## src/rtl/core/fmc_pkg.sv

```systemverilog
// Shared types, constants and brand tables for the file magic classifier.
// Used by every module in rtl/core; depends on nothing else.
package fmc_pkg;

  localparam int HEAD_BYTES_DEFAULT = 4096;
  localparam int PREFIX_DEPTH = 18;
  localparam int AVAIL_W = 5;

  typedef logic [7:0] byte_t;

  typedef enum logic [2:0] {
    CLASS_UNKNOWN = 3'd0,
    CLASS_IMAGE   = 3'd1,
    CLASS_MEDIA   = 3'd2,
    CLASS_PDF     = 3'd3,
    CLASS_ZIP     = 3'd4
  } format_class_t;

  typedef struct packed {
    byte_t [PREFIX_DEPTH-1:0] prefix;
    logic [AVAIL_W-1:0]       avail;
    logic                     still_seen;
    logic                     seq_seen;
    logic                     pdf_found;
    logic                     truncated;
  } head_view_t;

  typedef struct packed {
    format_class_t fmt;
    logic          truncated;
  } result_t;

  localparam byte_t ASF_GUID [16] = '{
    8'h30, 8'h26, 8'hB2, 8'h75, 8'h8E, 8'h66, 8'hCF, 8'h11,
    8'hA6, 8'hD9, 8'h00, 8'hAA, 8'h00, 8'h62, 8'hCE, 8'h6C
  };

  function automatic logic is_sequence_brand(input logic [31:0] b);
    return (b == "msf1") || (b == "hevc") || (b == "hevx") || (b == "hevm") ||
           (b == "hevs") || (b == "avis") || (b == "avcs");
  endfunction

  function automatic logic is_still_brand(input logic [31:0] b);
    return (b == "mif1") || (b == "mif2") || (b == "heic") || (b == "heix") ||
           (b == "heim") || (b == "heis") || (b == "avif") || (b == "avci") ||
           (b == "crx ");
  endfunction

  function automatic byte_t pdf_mark(input logic [2:0] pos);
    byte_t m;
    unique case (pos)
      3'd0:    m = "%";
      3'd1:    m = "P";
      3'd2:    m = "D";
      3'd3:    m = "F";
      3'd4:    m = "-";
      default: m = "%";
    endcase
    return m;
  endfunction

endpackage

```

## src/rtl/core/fmc_tracker.sv

```systemverilog
// Per-byte state of the file head: byte count, prefix bytes, ftyp brand walk
// and the %PDF- search. Depends on fmc_pkg.
module fmc_tracker #(
  parameter int HEAD_BYTES = fmc_pkg::HEAD_BYTES_DEFAULT
) (
  input  logic               clk,
  input  logic               rst_n,
  input  logic               take,
  input  logic               last,
  input  fmc_pkg::byte_t     data_byte,
  output fmc_pkg::head_view_t view
);

  localparam int CNT_W = $clog2(HEAD_BYTES + 2);
  localparam logic [CNT_W-1:0] CNT_HEAD = CNT_W'(HEAD_BYTES);
  localparam logic [CNT_W-1:0] CNT_OVER = CNT_W'(HEAD_BYTES + 1);
  localparam logic [CNT_W-1:0] CNT_PREFIX = CNT_W'(fmc_pkg::PREFIX_DEPTH);

  logic [CNT_W-1:0] cnt_r, cnt_nxt;
  fmc_pkg::byte_t   prefix_r   [fmc_pkg::PREFIX_DEPTH];
  fmc_pkg::byte_t   prefix_nxt [fmc_pkg::PREFIX_DEPTH];
  logic [31:0]      box_r, box_nxt;
  logic [31:0]      brand_r, brand_nxt;
  logic             still_r, still_nxt;
  logic             seq_r, seq_nxt;
  logic [2:0]       prog_r, prog_nxt;
  logic             found_r, found_nxt;
  logic [31:0]      bound;
  logic             brand_slot;

  assign bound = (box_r < 32'd12) ? 32'd12 : box_r;
  assign brand_slot = ((cnt_r == CNT_W'(11)) ||
                       ((cnt_r >= CNT_W'(19)) && (cnt_r[1:0] == 2'b11))) &&
                      ((32'(cnt_r) + 32'd1) <= bound);

  always_comb begin
    cnt_nxt   = cnt_r;
    box_nxt   = box_r;
    brand_nxt = brand_r;
    still_nxt = still_r;
    seq_nxt   = seq_r;
    prog_nxt  = prog_r;
    found_nxt = found_r;
    for (int k = 0; k < fmc_pkg::PREFIX_DEPTH; k++) begin
      prefix_nxt[k] = prefix_r[k];
    end
    if (take) begin
      if (cnt_r < CNT_HEAD) begin
        cnt_nxt = cnt_r + CNT_W'(1);
        for (int k = 0; k < fmc_pkg::PREFIX_DEPTH; k++) begin
          if (cnt_r == CNT_W'(k)) begin
            prefix_nxt[k] = data_byte;
          end
        end
        if (cnt_r < CNT_W'(4)) begin
          box_nxt = {box_r[23:0], data_byte};
        end
        brand_nxt = {brand_r[23:0], data_byte};
        if (brand_slot) begin
          if (fmc_pkg::is_sequence_brand(brand_nxt)) begin
            seq_nxt = 1'b1;
          end
          if (fmc_pkg::is_still_brand(brand_nxt)) begin
            still_nxt = 1'b1;
          end
        end
        if (!found_r) begin
          if (data_byte == fmc_pkg::pdf_mark(prog_r)) begin
            if (prog_r == 3'd4) begin
              found_nxt = 1'b1;
              prog_nxt  = 3'd0;
            end else begin
              prog_nxt = prog_r + 3'd1;
            end
          end else begin
            prog_nxt = (data_byte == "%") ? 3'd1 : 3'd0;
          end
        end
      end else begin
        cnt_nxt = CNT_OVER;
      end
    end
  end

  always_comb begin
    for (int k = 0; k < fmc_pkg::PREFIX_DEPTH; k++) begin
      view.prefix[k] = prefix_nxt[k];
    end
    view.avail      = (cnt_nxt >= CNT_PREFIX) ? fmc_pkg::AVAIL_W'(fmc_pkg::PREFIX_DEPTH)
                                              : cnt_nxt[fmc_pkg::AVAIL_W-1:0];
    view.still_seen = still_nxt;
    view.seq_seen   = seq_nxt;
    view.pdf_found  = found_nxt;
    view.truncated  = (cnt_nxt == CNT_OVER);
  end

  always_ff @(posedge clk) begin
    if (!rst_n || (take && last)) begin
      cnt_r   <= '0;
      box_r   <= '0;
      brand_r <= '0;
      still_r <= 1'b0;
      seq_r   <= 1'b0;
      prog_r  <= '0;
      found_r <= 1'b0;
    end else begin
      cnt_r   <= cnt_nxt;
      box_r   <= box_nxt;
      brand_r <= brand_nxt;
      still_r <= still_nxt;
      seq_r   <= seq_nxt;
      prog_r  <= prog_nxt;
      found_r <= found_nxt;
    end
  end

  always_ff @(posedge clk) begin
    for (int k = 0; k < fmc_pkg::PREFIX_DEPTH; k++) begin
      prefix_r[k] <= prefix_nxt[k];
    end
  end

  a_head_restarts: assert property (@(posedge clk) disable iff (!rst_n)
    (take && last) |=> (cnt_r == '0) && !found_r && (prog_r == 3'd0))
    else $error("head state not cleared after the last byte");
  a_prog_range: assert property (@(posedge clk) disable iff (!rst_n)
    prog_r <= 3'd4)
    else $error("pdf match progress out of range");
  a_count_bound: assert property (@(posedge clk) disable iff (!rst_n)
    cnt_r <= CNT_OVER)
    else $error("byte count past saturation");

endmodule

```

## src/rtl/core/fmc_classify.sv

```systemverilog
// Priority signature checks over the prefix bytes and the walk flags.
// Pure combinational; depends on fmc_pkg.
module fmc_classify (
  input  fmc_pkg::head_view_t view,
  output fmc_pkg::result_t    res
);

  fmc_pkg::byte_t [fmc_pkg::PREFIX_DEPTH-1:0] p;
  logic [fmc_pkg::AVAIL_W-1:0] a;
  logic [31:0] w0, w4, w8, dib;
  logic        is_image, is_riff, is_ftyp, is_media, is_id3, is_zip, asf;

  assign p   = view.prefix;
  assign a   = view.avail;
  assign w0  = {p[0], p[1], p[2], p[3]};
  assign w4  = {p[4], p[5], p[6], p[7]};
  assign w8  = {p[8], p[9], p[10], p[11]};
  assign dib = {p[17], p[16], p[15], p[14]};

  always_comb begin
    asf = (a >= 5'd16);
    for (int k = 0; k < 16; k++) begin
      if (p[k] != fmc_pkg::ASF_GUID[k]) begin
        asf = 1'b0;
      end
    end
  end

  assign is_image =
    ((a >= 5'd8) && (w0 == 32'h89504E47) && (w4 == 32'h0D0A1A0A)) ||
    ((a >= 5'd3) && (p[0] == 8'hFF) && (p[1] == 8'hD8) && (p[2] == 8'hFF)) ||
    ((a >= 5'd6) && (w0 == "GIF8") && ((p[4] == "7") || (p[4] == "9")) &&
     (p[5] == "a")) ||
    ((a >= 5'd4) && ((w0 == 32'h49492A00) || (w0 == 32'h4D4D002A))) ||
    ((a >= 5'd18) && (p[0] == "B") && (p[1] == "M") &&
     ((dib == 32'd12) || (dib == 32'd40) || (dib == 32'd52) || (dib == 32'd56) ||
      (dib == 32'd64) || (dib == 32'd108) || (dib == 32'd124)));

  assign is_riff = (a >= 5'd4) && (w0 == "RIFF");
  assign is_ftyp = (a >= 5'd8) && (w4 == "ftyp");

  assign is_media = asf ||
    ((a >= 5'd4) && ((w0 == 32'h1A45DFA3) || (w0 == "OggS") || (w0 == "fLaC") ||
                     (w0 == 32'h464C5601) || (w0 == 32'h000001BA) ||
                     (w0 == 32'h000001B3)));

  assign is_id3 = (a >= 5'd4) && (p[0] == "I") && (p[1] == "D") && (p[2] == "3") &&
                  (p[3] >= 8'd2) && (p[3] <= 8'd4);

  assign is_zip = (a >= 5'd4) && (p[0] == "P") && (p[1] == "K") &&
                  (({p[2], p[3]} == 16'h0304) || ({p[2], p[3]} == 16'h0506) ||
                   ({p[2], p[3]} == 16'h0708));

  always_comb begin
    res.truncated = view.truncated;
    priority if (is_image) begin
      res.fmt = fmc_pkg::CLASS_IMAGE;
    end else if (is_riff) begin
      if ((a >= 5'd12) && (w8 == "WEBP")) begin
        res.fmt = fmc_pkg::CLASS_IMAGE;
      end else if ((a >= 5'd12) && ((w8 == "AVI ") || (w8 == "WAVE"))) begin
        res.fmt = fmc_pkg::CLASS_MEDIA;
      end else begin
        res.fmt = fmc_pkg::CLASS_UNKNOWN;
      end
    end else if (is_ftyp) begin
      if (view.seq_seen) begin
        res.fmt = fmc_pkg::CLASS_UNKNOWN;
      end else if (view.still_seen) begin
        res.fmt = fmc_pkg::CLASS_IMAGE;
      end else begin
        res.fmt = fmc_pkg::CLASS_MEDIA;
      end
    end else if (is_media || is_id3) begin
      res.fmt = fmc_pkg::CLASS_MEDIA;
    end else if (is_zip) begin
      res.fmt = fmc_pkg::CLASS_ZIP;
    end else if (view.pdf_found) begin
      res.fmt = fmc_pkg::CLASS_PDF;
    end else begin
      res.fmt = fmc_pkg::CLASS_UNKNOWN;
    end
  end

endmodule

```

## src/rtl/core/fmc_out_buf.sv

```systemverilog
// Two-entry result register that parts the byte side from the result side.
// Depends on fmc_pkg.
module fmc_out_buf (
  input  logic             clk,
  input  logic             rst_n,
  input  logic             push,
  input  fmc_pkg::result_t din,
  output logic             full,
  output logic             out_valid,
  input  logic             out_stall,
  output fmc_pkg::result_t dout
);

  localparam logic [1:0] CNT_FULL = 2'd2;

  logic [1:0]       cnt_r, cnt_nxt;
  fmc_pkg::result_t slot0_r, slot0_nxt;
  fmc_pkg::result_t slot1_r, slot1_nxt;
  logic             pop;

  assign full      = (cnt_r == CNT_FULL);
  assign out_valid = (cnt_r != 2'd0);
  assign dout      = slot0_r;
  assign pop       = out_valid && !out_stall;

  always_comb begin
    cnt_nxt   = cnt_r;
    slot0_nxt = slot0_r;
    slot1_nxt = slot1_r;
    if (pop) begin
      slot0_nxt = slot1_r;
      cnt_nxt   = cnt_r - 2'd1;
    end
    if (push) begin
      if (cnt_nxt == 2'd0) begin
        slot0_nxt = din;
      end else begin
        slot1_nxt = din;
      end
      cnt_nxt = cnt_nxt + 2'd1;
    end
  end

  always_ff @(posedge clk) begin
    if (!rst_n) begin
      cnt_r <= '0;
    end else begin
      cnt_r <= cnt_nxt;
    end
  end

  always_ff @(posedge clk) begin
    slot0_r <= slot0_nxt;
    slot1_r <= slot1_nxt;
  end

  a_no_overflow: assert property (@(posedge clk) disable iff (!rst_n)
    push |-> (cnt_r != CNT_FULL))
    else $error("result pushed into a full buffer");
  a_drain_full: assert property (@(posedge clk) disable iff (!rst_n)
    (full && !out_stall) |=> (cnt_r == 2'd1))
    else $error("full buffer did not drain by one");
  a_head_holds: assert property (@(posedge clk) disable iff (!rst_n)
    (out_valid && out_stall) |=> (out_valid && $stable(dout)))
    else $error("stalled result changed");

endmodule

```

## src/rtl/core/file_magic_classifier.sv

```systemverilog
// Top level of the file magic classifier: byte tracker, signature checks and
// result buffer. Depends on fmc_pkg, fmc_tracker, fmc_classify, fmc_out_buf.
//
// Usage: the head of a file is sent one byte per request on the in_ channel,
// in file order, with in_last_byte set on the final byte. Each head gives one
// request on the out_ channel: out_format_class (0 unknown, 1 image, 2 media,
// 3 pdf, 4 zip) and out_truncated, set when bytes past HEAD_BYTES were dropped.
// A byte is taken at a clock edge with in_valid high and in_stall low; a
// result goes out at an edge with out_valid high and out_stall low.
// Throughput is one byte per cycle while in_stall is low. The result of a head is
// registered into the result buffer on the edge that takes its last byte and is
// offered once the results ahead of it have gone out. Byte state updates and the
// signature checks sit between the tracker registers and a two-entry result buffer.
// While the receiver stalls, bytes keep flowing; in_stall rises only when two
// results are waiting. Synchronous reset clears the tracker and empties the
// buffer; the next byte then starts a new head.
module file_magic_classifier #(
  parameter int HEAD_BYTES = fmc_pkg::HEAD_BYTES_DEFAULT
) (
  input  logic       clk,
  input  logic       rst_n,
  input  logic       in_valid,
  output logic       in_stall,
  input  logic [7:0] in_data_byte,
  input  logic       in_last_byte,
  output logic       out_valid,
  input  logic       out_stall,
  output logic [2:0] out_format_class,
  output logic       out_truncated
);

  logic                accept;
  logic                full;
  fmc_pkg::head_view_t view;
  fmc_pkg::result_t    res;
  fmc_pkg::result_t    dout;

  assign in_stall = full;
  assign accept   = in_valid && !in_stall;

  fmc_tracker #(
    .HEAD_BYTES(HEAD_BYTES)
  ) u_tracker (
    .clk      (clk),
    .rst_n    (rst_n),
    .take     (accept),
    .last     (in_last_byte),
    .data_byte(in_data_byte),
    .view     (view)
  );

  fmc_classify u_classify (
    .view(view),
    .res (res)
  );

  fmc_out_buf u_out_buf (
    .clk      (clk),
    .rst_n    (rst_n),
    .push     (accept && in_last_byte),
    .din      (res),
    .full     (full),
    .out_valid(out_valid),
    .out_stall(out_stall),
    .dout     (dout)
  );

  assign out_format_class = dout.fmt;
  assign out_truncated    = dout.truncated;

endmodule

```

## config.mk

```make
export PLATFORM = sky130hd
export DESIGN_NAME = file_magic_classifier
export DESIGN_NICKNAME = d
export VERILOG_FILES = /design/src/rtl/core/fmc_pkg.sv /design/src/rtl/core/fmc_tracker.sv /design/src/rtl/core/fmc_classify.sv /design/src/rtl/core/fmc_out_buf.sv /design/src/rtl/core/file_magic_classifier.sv
export SDC_FILE = /design/constraint.sdc
export NUM_CORES = 1
export LEC_CHECK = 0
export BUFFER_PORTS_ARGS = -buffer_cell sky130_fd_sc_hd__buf_2
export CAP_MARGIN = 10
export CORE_ASPECT_RATIO = 2
export CORE_UTILIZATION = 51
export CTS_CLUSTER_DIAMETER = 120
export DETAILED_ROUTE_END_ITERATION = 8
export GPL_ROUTABILITY_DRIVEN = 1
export GPL_TIMING_DRIVEN = 0
export PLACE_DENSITY = 0.64
export RECOVER_POWER = 100
export SLEW_MARGIN = 20
export SYNTH_ARGS = -nofsm -noshare
export SYNTH_HDL_FRONTEND = slang
export SYNTH_SLANG_ARGS = --single-unit
```

## constraint.sdc

```tcl
create_clock -name clk -period 4.8 [get_ports clk]
set_input_delay 0.72 -clock clk [delete_from_list [all_inputs] [get_ports clk]]
set_output_delay 0.72 -clock clk [all_outputs]
set_load 0.02 [all_outputs]
```

==> results.cfg, run 1 <==
[run_status]
outcome = finished clean

[clock_network]
clockBufferDepth = 3
clock_latency_ns = 0.56
cts_tree = done
cts.htree.levels = 1
clockRootBuffer = clkbuf_16
clock_sinks = 229
clk_pin_slew_ns = 0.06
cts_made_buffers = 23

[place]
place_area_um2 = 13800
place_worst_setup_slack_ns = -0.444
gp_congestion = 1.11
portBuffers = 14
hpwl_mm = 42.2

[routing]
drt_iter0_markers = 1198
drtPass1Iterations = 6
ant_nets = 0
routed_via_density = 6.59
wl_mm = 56.9
drcViolationCount = 0
avgRoutedWirePerCell_um = 28.5
num_vias = 13146

[floorplan]
initial_core_util_pct = 51.8
fp-row-count = 83
die_w_um = 116
core-area_um2 = 25700
io_pins = 19
die_height_um = 230
die_area_um2 = 26700

[sta]
final-setup-viol-count = 0
finalCritPeriodShare_pct = 98.4
drv_slew = 0
period_minus_slack_ns = 4.72
worst_pin_slew_ns = 1.39
fmax_mhz = 212
fin_hold_ws_ns = 0.412
skew_ns = 0.0240
slew_headroom_pct = 7.20
hold_viol = 0
layout_setup_ws_ns = 0.0752

[power_and_ir_drop]
power.switching_mw = 2.33
p_per_area_nw_per_um2 = 415
p_sw_share_pct = 38.2
p_int_mw = 3.77
p_leak_nw = 5.84
p_total_mw = 6.10
clkPwrFrac_pct = 31.4
comb_power_share_pct = 30.4
peakVddDrop_v = 0.000290
seqPwrFrac_pct = 38.2

[yosys]
avgSynthCellArea_um2 = 8.34
ys_ff_latch = 229
synth-async-reset-ratio_pct = 0
yosysTopAreaCell = dfxtp_1
synth_cells = 1594
synth_top_area_share_pct = 33.9
synthMostInstantiatedCell = nand2_1
synth_edf_count = 4
synth.cell_area_um2 = 13300
yosys_warnings = 0
yosys-top-cells-area = dfxtp_1 34%, mux2_2 9.2%, nand2_1 6.8%
synth_commonest_cells = 239 x nand2_1, 225 x dfxtp_1, 109 x mux2_2, 108 x nor2_1, 90 x a21oi_1
synth-main-ff-cell = dfxtp_1
synth_cell_types = 83
syn_nets = 1635
yosysSeqAreaShare_pct = 34.8

[global_routing]
grt_pass1_wl_mm = 83.3
antenna_found_initial = 2
grt_max_degree = 15
track_usage_pct = 43.8
overflow = 0
grt_pass1_vias = 13019

[layout]
stdcell_area_um2 = 14700
area_delta_synth_final_pct = 10.7
fillerInstances = 2466
final_net_count = 1683
antennaDiodeCount = 0
drive_gt1_share_pct = 12.9

[setup_path]
critPathKind = register to register
reg2reg_setup_slack_ns = 0.08
worstSetupEndpointType = register
worst-r2r-cell-count = 14
crit_arrival_ns = 5.03
cp.required_ns = 5.11
startpoint_type = register
crit_fanout = 10

[run]
drv_cap = 0

[min_path]
whs_path_depth = 2
min_path_type = input pin to register
## layout make-up
class | instances | area, um2 | area share (%)
Multi-Input combinational cell | 1199 | 8070 | 54.9
Sequential cell | 229 | 4620 | 31.4
Clock buffer | 29 | 628 | 4.27
Buffer | 115 | 507 | 3.44
Tap cell | 340 | 425 | 2.89
Inverter | 51 | 191 | 1.30
Clock inverter | 10 | 135 | 0.918
Timing Repair Buffer | 23 | 130 | 0.884
## kinds of logic after synthesis
kind of cell	synth area share [%]
simple gates	30.5
compound gates	11.0
flops	34.8
mux	14.6
buf+inv	5.29
fa+ha+maj	2.64
xor+xnor	1.19
## per-layer routing
layer	vias to the layer above	wire length [um]	global-route usage, %
met1	6229	18300	41.8
met3	356	4790	13.5
met2	705	26900	71.3
met4	6	6820	43.3
met5	-	123	3.53
li1	5850	-	-
## worst max-delay path, stage by stage, from the launching register on
cell and delay [ns]:
dfxtp_1 0.36, inv_1 0.07, ha_1 0.36, nor3b_4 0.38, buf_4 0.24, buf_4 0.21, nand4_2 0.31, or4_1 0.83
a211oi_2 0.41, nand4b_1 0.15, o32ai_1 0.18, a311o_2 0.38, a32o_1 0.18, o21ai_1 0.12, or2_1 0.26
## placed cells by master (no fill, tap or decap), types with 14 or more instances in the layout
cell type	count
nand2_1	240
dfxtp_1	225
nor2_1	108
clkbuf_1	99
mux2_2	90
a21oi_1	90
mux2i_1	63
nand3_1	56
nand4_1	53
inv_1	51
o21ai_0	48
nor2b_1	36
nor4_1	29
nor3_1	29
ha_1	28
nand2b_1	26
clkbuf_16	23
mux2_1	21
buf_2	20
and3_1	15
or4_1	15
and4_1	14
nor4b_1	14
## worst paths after layout
kind,start,to
worst min register to register,u_tracker.box_r[25],u_tracker.box_r[25]
worst max-delay path,u_out_buf.cnt_r[0],u_out_buf.slot1_r[1]
worst min-delay path,rst_n,u_out_buf.cnt_r[0]
worst max register to register,u_out_buf.cnt_r[0],u_out_buf.slot1_r[1]
## timing repair
action	in CTS	in global routing
hold buffers	0	0
setup buffers	0	6
pin swaps	0	4
setup endpoints to repair	2	4
gates resized for setup	2	28
## sequential cells by signal, summed over array words and instances, names as in the netlist
signal,cells
u_out_buf.slot1_r,4
u_tracker.cnt_r,13
u_out_buf.dout,4
u_tracker.brand_r,24
u_tracker.still_r,1
u_out_buf.cnt_r,2
u_tracker.prog_r,3
u_tracker.box_r,32
u_tracker.seq_r,1
u_tracker.prefix_r,144
u_tracker.found_r,1
## power by group through the flow
| stage | clock, mW | sequential [mW] | combinational (mW) |
|---|---|---|---|
| final | 1.92 | 2.33 | 1.86 |
| after global routing | 1.99 | 2.35 | 1.97 |
| after CTS | 1.92 | 2.32 | 1.76 |
| after detailed placement | 0 | 2.36 | 1.75 |
| after global placement | 0 | 2.35 | 1.74 |
| after floorplan | 0 | 2.30 | 1.14 |
## stage by stage
| step | std cells | util (%) | TNS (ns) |
|---|---|---|---|
| finish | 1996 | 57.4 | 0 |
| global route | 1996 | 57.4 | -0.0328 |
| CTS | 1987 | 56.8 | 0 |
| detailed placement | 1948 | 53.7 | -1.49 |
| global placement | 1948 | 53.7 | -1.37 |
| floorplan | 1594 | - | 0 |
(Power assumes the default switching activity.)
==> run 2: changes to the inputs <==
--- a/config.mk
+++ b/config.mk
@@ -5,15 +5,15 @@
 export SDC_FILE = /design/constraint.sdc
 export NUM_CORES = 1
 export LEC_CHECK = 0
-export BUFFER_PORTS_ARGS = -buffer_cell sky130_fd_sc_hd__buf_2
 export CAP_MARGIN = 10
 export CORE_ASPECT_RATIO = 2
 export CORE_UTILIZATION = 51
 export CTS_CLUSTER_DIAMETER = 120
 export DETAILED_ROUTE_END_ITERATION = 8
+export DONT_BUFFER_PORTS = 1
 export GPL_ROUTABILITY_DRIVEN = 1
 export GPL_TIMING_DRIVEN = 0
-export PLACE_DENSITY = 0.64
+export PLACE_DENSITY = 0.63
 export RECOVER_POWER = 100
 export SLEW_MARGIN = 20
 export SYNTH_ARGS = -nofsm -noshare
==> run 2 against run 1 <==
Net effect:
- the run now ends with setup timing left
- sequential cell count unchanged
- sequential power is 2% higher
- via count shrank 0.72%
- sequential share of layout area down 0.24 points
- global-route usage up 2.6 points
- worst hold slack lost 0.11 ns
- critical path depth down 1
- clock skew fell by 0.0040 ns
- clock-buffer cell count fell by 1
- cell area increased by 0.77%
- critical endpoint unchanged
- utilization grew 0.44 points
- cell count fell by 0.20%
==> results.cfg, run 2 (synthesis gave the netlist of run 1 again) <==
[sta]
period_minus_slack_ns = 4.82
worst_pin_slew_ns = 1.17
tns_ns = -0.0173
fmax_mhz = 208
drv_slew = 0
final-setup-viol-count = 1
layout_setup_ws_ns = -0.0173
finalCritPeriodShare_pct = 100
fin_hold_ws_ns = 0.302
skew_ns = 0.0199
rsz0062_at_grt = yes
hold_viol = 0
slew_headroom_pct = 19.6

[clock_network]
clockRootBuffer = clkbuf_16
clock_sinks = 229
clock_latency_ns = 0.56
cts_tree = done
cts_made_buffers = 22
clockBufferDepth = 3
clk_pin_slew_ns = 0.07
cts.htree.levels = 1

[min_path]
whs_path_depth = 1
min_path_type = input pin to register

[routing]
ant_nets = 0
routed_via_density = 6.55
avgRoutedWirePerCell_um = 29.7
drcViolationCount = 0
wl_mm = 59.1
drtPass1Iterations = 7
num_vias = 13052
drt_iter0_markers = 1127

[layout]
layout_common_cells = 239 x nand2_1, 225 x dfxtp_1, 109 x mux2_2
top_register = u_tracker.prefix_r
final_net_count = 1673
area_delta_synth_final_pct = 11.6
seq_area_um2 = 4620
top_regs = u_tracker.prefix_r: 144 flops, u_tracker.box_r: 32 flops, u_tracker.brand_r: 24 flops
drive_gt1_share_pct = 15.0
largest_reg_flops = 144
final_common_cell = nand2_1
fillerInstances = 2388
multi_input_area_um2 = 8120

[place]
portBuffers = 0
hpwl_mm = 44.2
gp_congestion = 1.08
place_worst_setup_slack_ns = -0.625

[setup_path]
crit_arrival_ns = 5.12
crit_fanout = 10
cp.required_ns = 5.10
worstSetupEndpointType = register
critPathKind = register to register
worst-r2r-cell-count = 13
startpoint_type = register

[global_routing]
grtUsageMet2_pct = 74.3
track_usage_pct = 46.4
grt_pass1_vias = 13188
grt.busiest_layer = met2
grt_max_degree = 17
grt_pass1_wl_mm = 87.0
grtUsageMet1_pct = 41.8
antenna_found_initial = 5
overflow = 0
use_met3_pct = 18.5

[run]
drv_cap = 0

[floorplan]
fp-row-count = 83
die_w_um = 116
die_area_um2 = 26700
initial_core_util_pct = 51.8
io_pins = 19
core-area_um2 = 25700
die_height_um = 230

[run_status]
outcome = complete, but fails checks
violations = setup timing

[power_and_ir_drop]
p_total_mw = 6.37
peakVddDrop_v = 0.000441
p_per_area_nw_per_um2 = 429
p_leak_nw = 5.88
[run 2: cell types whose count changed in the layout (fill, tap and decap cells not counted), moves of 4 or more]
cell / before / now
buf_1: 1 / 7
mux2_1: 21 / 0
diode_2: 0 / 4
clkbuf_1: 99 / 78
buf_2: 20 / 16
buf_4: 10 / 19
mux2_2: 90 / 109
[run 2: worst max-delay path: stages (launching register included)]
cell,delay [ns]
dfxtp_1,0.54
clkbuf_1,0.40
inv_1,0.13
ha_1,0.32
nor4b_2,0.21
nand4_2,0.13
clkbuf_1,0.51
mux2i_1,0.78
nand2_1,0.21
or4_1,0.51
or3_1,0.33
nand3_1,0.09
o21ai_1,0.12
or2_1,0.28
[run 2: final timing paths]
kind | from | endpoint | slack, ns
max | u_tracker.cnt_r[0] | u_out_buf.slot1_r[1] | -0.02
min | rst_n | u_out_buf.cnt_r[0] | 0.30
max reg2reg | u_tracker.cnt_r[0] | u_out_buf.slot1_r[1] | -0.02
min reg2reg | u_tracker.prefix_r[8][3] | u_tracker.prefix_r[8][3] | 0.45
[run 2: power breakdown]
group / leakage, nW / switching, mW / internal [mW]
Sequential: 1.87 / 0.263 / 2.10
Clock: 0.409 / 0.838 / 1.21
Combinational: 3.60 / 1.36 / 0.583
[run 2: what timing repair did]
action | 4_1_cts | 5_1_grt
gates cloned | 0 | 0
setup buffers | 5 | 8
pin swaps | 2 | 3
setup endpoints to repair | 2 | 6
hold buffers | 0 | 0
resized for setup | 2 | 22
hold endpoints to repair | 0 | 0
[run 2: final cells by class]
cell class	instances	share of cell area (%)
tap	340	2.87
sequential	229	31.2
clock buffer	28	4.28
inverter	51	1.29
timing repair buffer	14	0.709
buffer	115	3.49
clock inverter	12	1.37
multi-input combinational	1199	54.7
antenna	4	0.0675
[run 2: per-layer routing]
metal | routed length (um) | share of wire [%]
met3 | 5320 | 9.0
met2 | 28000 | 47
met5 | 29 | 0.049
met1 | 18100 | 31
met4 | 7730 | 13
[run 2: through the flow]
stage | utilization [%] | instances | instance area (um2)
6_report | 57.8 | 1992 | 14800
5_1_grt | 57.8 | 1990 | 14800
4_1_cts | 57.1 | 1979 | 14600
3_5_place_dp | 53.6 | 1934 | 13700
3_3_place_gp | 53.5 | 1934 | 13700
2_1_floorplan | - | 1594 | 13300
==> run 3: changes to the inputs <==
--- a/config.mk
+++ b/config.mk
@@ -7,13 +7,13 @@
 export LEC_CHECK = 0
 export CAP_MARGIN = 10
 export CORE_ASPECT_RATIO = 2
-export CORE_UTILIZATION = 51
+export CORE_UTILIZATION = 45
 export CTS_CLUSTER_DIAMETER = 120
 export DETAILED_ROUTE_END_ITERATION = 8
 export DONT_BUFFER_PORTS = 1
 export GPL_ROUTABILITY_DRIVEN = 1
 export GPL_TIMING_DRIVEN = 0
-export PLACE_DENSITY = 0.63
+export PLACE_DENSITY = 0.57
 export RECOVER_POWER = 100
 export SLEW_MARGIN = 20
 export SYNTH_ARGS = -nofsm -noshare
==> run 3 against run 2 <==
Net effect:
- the run still ends with setup timing left
- total power is 3.6% lower
- clock power is 5% lower
- die area is 13% higher
- clock skew is 0.0066 ns lower
- non-clock buffer count stayed put
==> results.cfg, run 3 (synthesis gave the netlist of run 1 again) <==
[run_status]
outcome = complete, but fails checks
violations = setup timing

[global_routing]
track_usage_pct = 39.9
antenna_found_initial = 5
overflow = 0
grt_max_degree = 15
grt_pass1_vias = 12533
grt_pass1_wl_mm = 84.6

[place]
place_worst_setup_slack_ns = -0.689
hpwl_mm = 44.9
gp_congestion = 1.05
portBuffers = 0

[sta]
slew_headroom_pct = 15.1
tns_ns = -0.0130
worst_pin_slew_ns = 1.27
fmax_mhz = 208
period_minus_slack_ns = 4.81
layout_setup_ws_ns = -0.0130
finalCritPeriodShare_pct = 100
drv_slew = 0
final-setup-viol-count = 1
skew_ns = 0.0134
rsz0062_at_grt = no
hold_viol = 0

[layout]
largest_reg_flops = 144
final_net_count = 1675
layout_common_cells = 240 x nand2_1, 225 x dfxtp_1, 108 x nor2_1
top_regs = u_tracker.prefix_r: 144 flops, u_tracker.box_r: 32 flops, u_tracker.brand_r: 24 flops
top_register = u_tracker.prefix_r
fillerInstances = 2934
final_common_cell = nand2_1
area_delta_synth_final_pct = 10.7
drive_gt1_share_pct = 12.9

[power_and_ir_drop]
p_per_area_nw_per_um2 = 417
p_leak_nw = 5.82
peakVddDrop_v = 0.000362

[clock_network]
clockRootBuffer = clkbuf_16
clk_pin_slew_ns = 0.07
clock_latency_ns = 0.54
cts_made_buffers = 24
clock_sinks = 229
cts_tree = done
cts.htree.levels = 1
clockBufferDepth = 3

[routing]
num_vias = 12826
ant_nets = 0
drcViolationCount = 0
routed_via_density = 6.37
avgRoutedWirePerCell_um = 29.5
drt_iter0_markers = 866
wl_mm = 59.4
drtPass1Iterations = 6

[setup_path]
crit_arrival_ns = 5.23
cp.required_ns = 5.22
startpoint_type = input pin
worstSetupEndpointType = register
critPathKind = input pin to register
crit_fanout = 10

[floorplan]
fp-row-count = 88
die_w_um = 124
core-area_um2 = 29000
die_area_um2 = 30300
die_height_um = 245
io_pins = 19
initial_core_util_pct = 45.9

[min_path]
min_path_type = input pin to register

[run]
drv_cap = 0
run 3: cell count changes in the layout (fill, tap and decap cells not counted), sizes merged:
cell	change
diode	-3
clkinvlp	+2
bufinv	-3
clkbuf	+22
clkinv	-2
buf	-16
run 3: worst max-delay path: stages:
cell and delay (ns):
clkbuf_1 0.47, clkbuf_1 0.73, clkbuf_1 0.76, nand2_1 0.12, mux2i_1 0.60, nand2_1 0.10, nor4_1 0.76, a221oi_2 0.15
o32ai_1 0.28, a2111oi_4 0.14, o21ai_1 0.24, or2_1 0.15
run 3: where the power goes:
part / leakage, nW / switching (mW) / internal [mW] / total (mW)
Clock: 0.382 / 0.838 / 1.11 / 1.95
Combinational: 3.57 / 1.27 / 0.560 / 1.83
Sequential: 1.87 / 0.249 / 2.11 / 2.36
Total: 5.82 / 2.36 / 3.78 / 6.13
run 3: cell type report:
type	instances	area, um2	share of cell area [%]
repair buffers	14	90.1	0.612
well taps	360	450	3.06
diodes	1	2.50	0.0170
clock buffers	34	689	4.69
multi-input cells	1199	8050	54.7
flip-flops and latches	229	4620	31.4
clock inverters	9	110	0.749
inverters	51	191	1.30
plain buffers	115	504	3.43
run 3: per-stage QoR:
step / utilization, % / total power, mW / instances / hold WS, ns / instance area [um2]
final: 50.8 / 6.13 / 2012 / 0.310 / 14700
after global routing: 50.8 / 6.34 / 2011 / 0.323 / 14700
after CTS: 50.5 / 6.07 / 2002 / 0.300 / 14600
after detailed placement: 47.5 / 4.13 / 1954 / 0.445 / 13800
after global placement: 47.5 / 4.12 / 1954 / 0.436 / 13700
after floorplan: - / 3.44 / 1594 / 0.426 / 13300
run 3: worst paths after layout:
| check | start | endpoint | slack [ns] | cells after the start |
|---|---|---|---|---|
| max | in_data_byte[2] | u_out_buf.slot1_r[1] | -0.01 | 12 |
| min | rst_n | u_out_buf.cnt_r[0] | 0.31 | 1 |
| min reg2reg | u_tracker.prefix_r[8][3] | u_tracker.prefix_r[8][3] | 0.45 | 2 |
| max reg2reg | u_out_buf.cnt_r[0] | u_out_buf.slot1_r[1] | 0.05 | 15 |
run 3: what timing repair did:
action                     CTS  global route
gates resized for setup      4            19
setup endpoints to repair    4             4
buffers inserted             5             9
hold buffers                 0             0
pin swaps                    2             3
run 3: routing by layer:
layer  GRT usage [%]  wire length, um  part of all wire, %
met5               0               43                0.072
met1            38.0            19200                   32
met2            69.5            29400                   50
met4            35.2             6590                   11
met3            9.57             4090                  6.9
